[config.mk]
export PLATFORM = sky130hd
export DESIGN_NAME = hpnms_cell
export DESIGN_NICKNAME = d
export VERILOG_FILES = /design/src/rtl/hpnms_pkg.sv /design/src/rtl/hpnms_cell.sv
export SDC_FILE = /design/constraint.sdc
export NUM_CORES = 1
export LEC_CHECK = 0
export BUFFER_PORTS_ARGS = -buffer_cell sky130_fd_sc_hd__buf_2
export CELL_PAD_IN_SITES_DETAIL_PLACEMENT = 0
export CELL_PAD_IN_SITES_GLOBAL_PLACEMENT = 1
export CORE_ASPECT_RATIO = 1.1
export CORE_UTILIZATION = 26
export DETAILED_ROUTE_END_ITERATION = 8
export PLACE_DENSITY = 0.77
export SLEW_MARGIN = 20
export SYNTH_ARGS = -nofsm -noshare
export SYNTH_HDL_FRONTEND = slang
export SYNTH_SLANG_ARGS = --single-unit
[constraint.sdc]
create_clock -name clk -period 1.05 [get_ports clk]
set_input_delay 0.315 -clock clk [delete_from_list [all_inputs] [get_ports clk]]
set_output_delay 0.315 -clock clk [all_outputs]
set_load 0.02 [all_outputs]
[src/rtl/hpnms_pkg.sv]
// ----------------------------------------------------------------------------
// hpnms_pkg
// Shared types and constants for the heatmap peak detector.
// ----------------------------------------------------------------------------
package hpnms_pkg;

    localparam int SAMPLE_BITS = 16;
    localparam int MAX_WIDTH   = 256;
    localparam int COL_BITS    = 8;
    localparam int ROW_BITS    = 9;
    localparam int DIM_BITS    = 9;
    localparam int CNT_BITS    = 8;
    localparam int CH_BITS     = 8;
    localparam int CFG_IDX_BITS = 2;

    typedef logic signed [SAMPLE_BITS-1:0] sample_t;
    typedef logic [COL_BITS-1:0]           col_t;

    // Register indexes on the configuration port
    localparam logic [CFG_IDX_BITS-1:0] CFG_PEAK_THRESHOLD = 2'd0;
    localparam logic [CFG_IDX_BITS-1:0] CFG_FRAME_WIDTH    = 2'd1;
    localparam logic [CFG_IDX_BITS-1:0] CFG_FRAME_HEIGHT   = 2'd2;
    localparam logic [CFG_IDX_BITS-1:0] CFG_PEAK_LIMIT     = 2'd3;

    localparam sample_t              RST_PEAK_THRESHOLD = 16'sd819;
    localparam logic [DIM_BITS-1:0]  RST_FRAME_WIDTH    = 9'd224;
    localparam logic [DIM_BITS-1:0]  RST_FRAME_HEIGHT   = 9'd224;
    localparam logic [CNT_BITS-1:0]  RST_PEAK_LIMIT     = 8'd100;

    localparam logic [DIM_BITS-1:0]  DIM_MAX = 9'd256;

    localparam logic REQ_SAMPLE = 1'b0;
    localparam logic REQ_FLUSH  = 1'b1;

    // Line buffer access for one accepted beat
    typedef struct packed {
        logic    en;
        col_t    waddr;
        sample_t wcenter;
        sample_t wupper;
        col_t    right_addr;
        col_t    upper_addr;
    } lb_ctrl_t;

endpackage

[src/rtl/hpnms_cell.sv]
// ----------------------------------------------------------------------------
// hpnms_cell
// One tap of the sliding window: takes its neighbor's sample each beat.
// ----------------------------------------------------------------------------
module hpnms_cell (
    input  logic               clk,
    input  logic               en,
    input  hpnms_pkg::sample_t din,
    input  logic               alt_sel,
    input  hpnms_pkg::sample_t alt,
    input  logic               mask,
    output hpnms_pkg::sample_t q
);

    hpnms_pkg::sample_t val_reg;

    always_ff @(posedge clk)
    begin
        if (en)
        begin
            val_reg <= din;
        end
    end

    // mask: neighbor lies outside the frame and reads as zero
    always_comb
    begin
        if (mask)
        begin
            q = '0;
        end
        else if (alt_sel)
        begin
            q = alt;
        end
        else
        begin
            q = val_reg;
        end
    end

endmodule

==> impl_metrics.yaml <==
sta:
  post-route-period-util_pct: 131
  rsz0062_at_grt: "yes"
  tightest_slew_ns: 0.402
  fmax_mhz: 729
  hold_viol: 0
  finalWorstSetupSlack_ns: -0.322
  relSlewSlack_pct: 73.2
  slew_violations: 0
  min_period_ns: 1.37
  setup_viol: 16
yosys:
  yosysTopAreaCell: "edfxtp_1"
  synthTopCellsByArea: "edfxtp_1 (65%), mux2i_1 (22%), nor2_1 (8.1%)"
  ys_ff_latch: 16
  netlist.area_leader.share_pct: 64.9
  postSynthAreaPerCell_sq_um: 14.2
  yosys.cell_types.count: 7
  synth_nets: 88
  async_flop_share_pct: 0
  synth_common_cells: "edfxtp_1 (16), mux2i_1 (16), nor2_1 (16)"
  ys_warn_count: 0
  synth-edff-count: 16
  syn_inst: 52
  ys.flop_type: "edfxtp_1"
  synth_area_sq_um: 741
  yosysSeqAreaShare_pct: 64.9
worst_setup_path:
  critPathTopFamily: "flip-flops"
  worst_setup_path_start_kind: "flop"
  crit_chain: "mux2i_2, nor2_4, buf_6"
  cp.required_ns: 0.73
  critPathLaunch: "val_reg[10]"
  slowest_stage: "edfxtp_1"
  arrival_ns: 1.06
  endpoint_kind: "output port"
  critical_path_class: "reg -> out"
  cpPeakStageDelay_ns: 0.39
  critPathMaxFanout: 1
  cp.buffers_inverters: 1
floorplan:
  die_area_sq_um: 3070
  coreArea_sq_um: 2590
  num_io_pins: 52
  fp.dieW_microns: 52.9
  die_y_microns: 58.0
  initial_core_util_pct: 28.6
  rows: 19
clock_network:
  clockBufferDepth: 2
  hold_buffers: 0
  cts.clk_slew.worst_paths_ns: 0.09
  cts_buffers: 3
  clock_sinks: 16
  cts_tree: "built"
  cts-root-buf: "clkbuf_4"
  cts_max_level: 1
final_layout:
  nets: 143
  fin_cells: 137
  drive_gt1_share_pct: 64.2
  fillers: 252
  n_antenna_cell: 0
  largest_reg_flops: 16
  final_util_pct: 45.9
  area_growth_pct: 60.6
  postLayoutCellArea_sq_um: 1190
status:
  failed_checks: "negative setup slack"
  run_status: "finished with violations"
global_route:
  grt_max_degree: 17
  grt_antenna_before_repair: 0
  grt-ovfl-total: 0
  grt_pass1_wl_microns: 2540
  gr-usage-all-layers_pct: 11.8
  grt_pass1_vias: 587
worst_hold_path:
  hold_class: "in -> reg"
  hold_start: "din[8]"
drt:
  ant_nets: 0
  dr.max_layer_used: "met4"
  wl_per_cell_microns: 12.0
  first_pass_iters: 2
  wl_met1_microns: 601
  via_count: 590
  routed_via_density: 4.31
  route.detailed.drc: 0
  wl_microns: 1650
  wl_met2_microns: 886
  dr_wl_met3_microns: 144
  drtIter0Drc: 1
placed_design:
  dp_hpwl_microns: 1230
  preCtsSetupSlack_ns: -0.312
  place_area_sq_um: 1070
  gp_congestion: 0.661
  place.port_buffers: 51
  place_inst: 132
power:
  p_leak_nw: 0.556
  p_per_area_nw_per_um2: 1220
  ir_drop_mv: 0.820
run:
  maxCapViolations: 0
[per-layer routing]
layer | track usage [%] | up-vias
met4 | 4.51 | 0
met2 | 20.6 | 30
met1 | 12.5 | 264
met3 | 4.46 | 4
met5 | 0 | -
li1 | - | 292
[power breakdown]
part           internal (mW)  total (mW)  switching [mW]  leakage [nW]
clock network          0.138       0.325           0.187        0.0154
registers              0.758       0.771          0.0133         0.157
logic                  0.181       0.352           0.172         0.384
total                   1.08        1.45           0.372         0.556
[final timing paths]
kind | to | slack [ns] | cells past startpoint
worst min-delay path | val_reg[8] | 0.20 | 1
worst max-delay path | q[10] | -0.32 | 3
[cell usage in the layout, fill, tap and decap left out]
cell type,count
clkbuf_4,3
buf_12,2
clkinv_1,1
nor2_2,9
nor2_4,1
edfxtp_1,16
buf_6,10
buf_2,39
mux2i_1,15
buf_4,2
mux2i_2,1
buf_16,1
nor2_1,6
[layout make-up]
cell class / instances / area, sq um / area share, %
clock buffer: 3 / 22.5 / 1.89
clock inverter: 1 / 3.75 / 0.315
multi-input combinational: 32 / 254 / 21.3
sequential: 16 / 480 / 40.4
tap: 31 / 38.8 / 3.26
timing repair buffer: 54 / 390 / 32.8
[stage by stage]
step	hold WS, ns	TNS [ns]	power, mW
after floorplan	0.414	-2.07	0.959
after global placement	0.491	-4.46	1.08
after detailed placement	0.493	-4.52	1.09
after CTS	0.191	-4.67	1.46
after global routing	0.177	-5.52	1.51
final	0.197	-4.51	1.45
[cell families (layout without fill, tap and decap cells)]
kind of cell | Yosys count | after routing | synth area share [%]
multiplexers | 16 | 16 | 21.6
AND/OR/NAND/NOR | 16 | 16 | 8.11
flip-flops | 16 | 16 | 64.9
buffers and inverters | 4 | 58 | 5.40
[timing repair]
item,4_1_cts,5_1_grt
pin swaps,1,2
cloned,1,0
endpoints found under the setup margin,16,16
buffers inserted,0,0
gates resized for setup,23,0
Note: power is estimated with default switching activity, not from simulation.
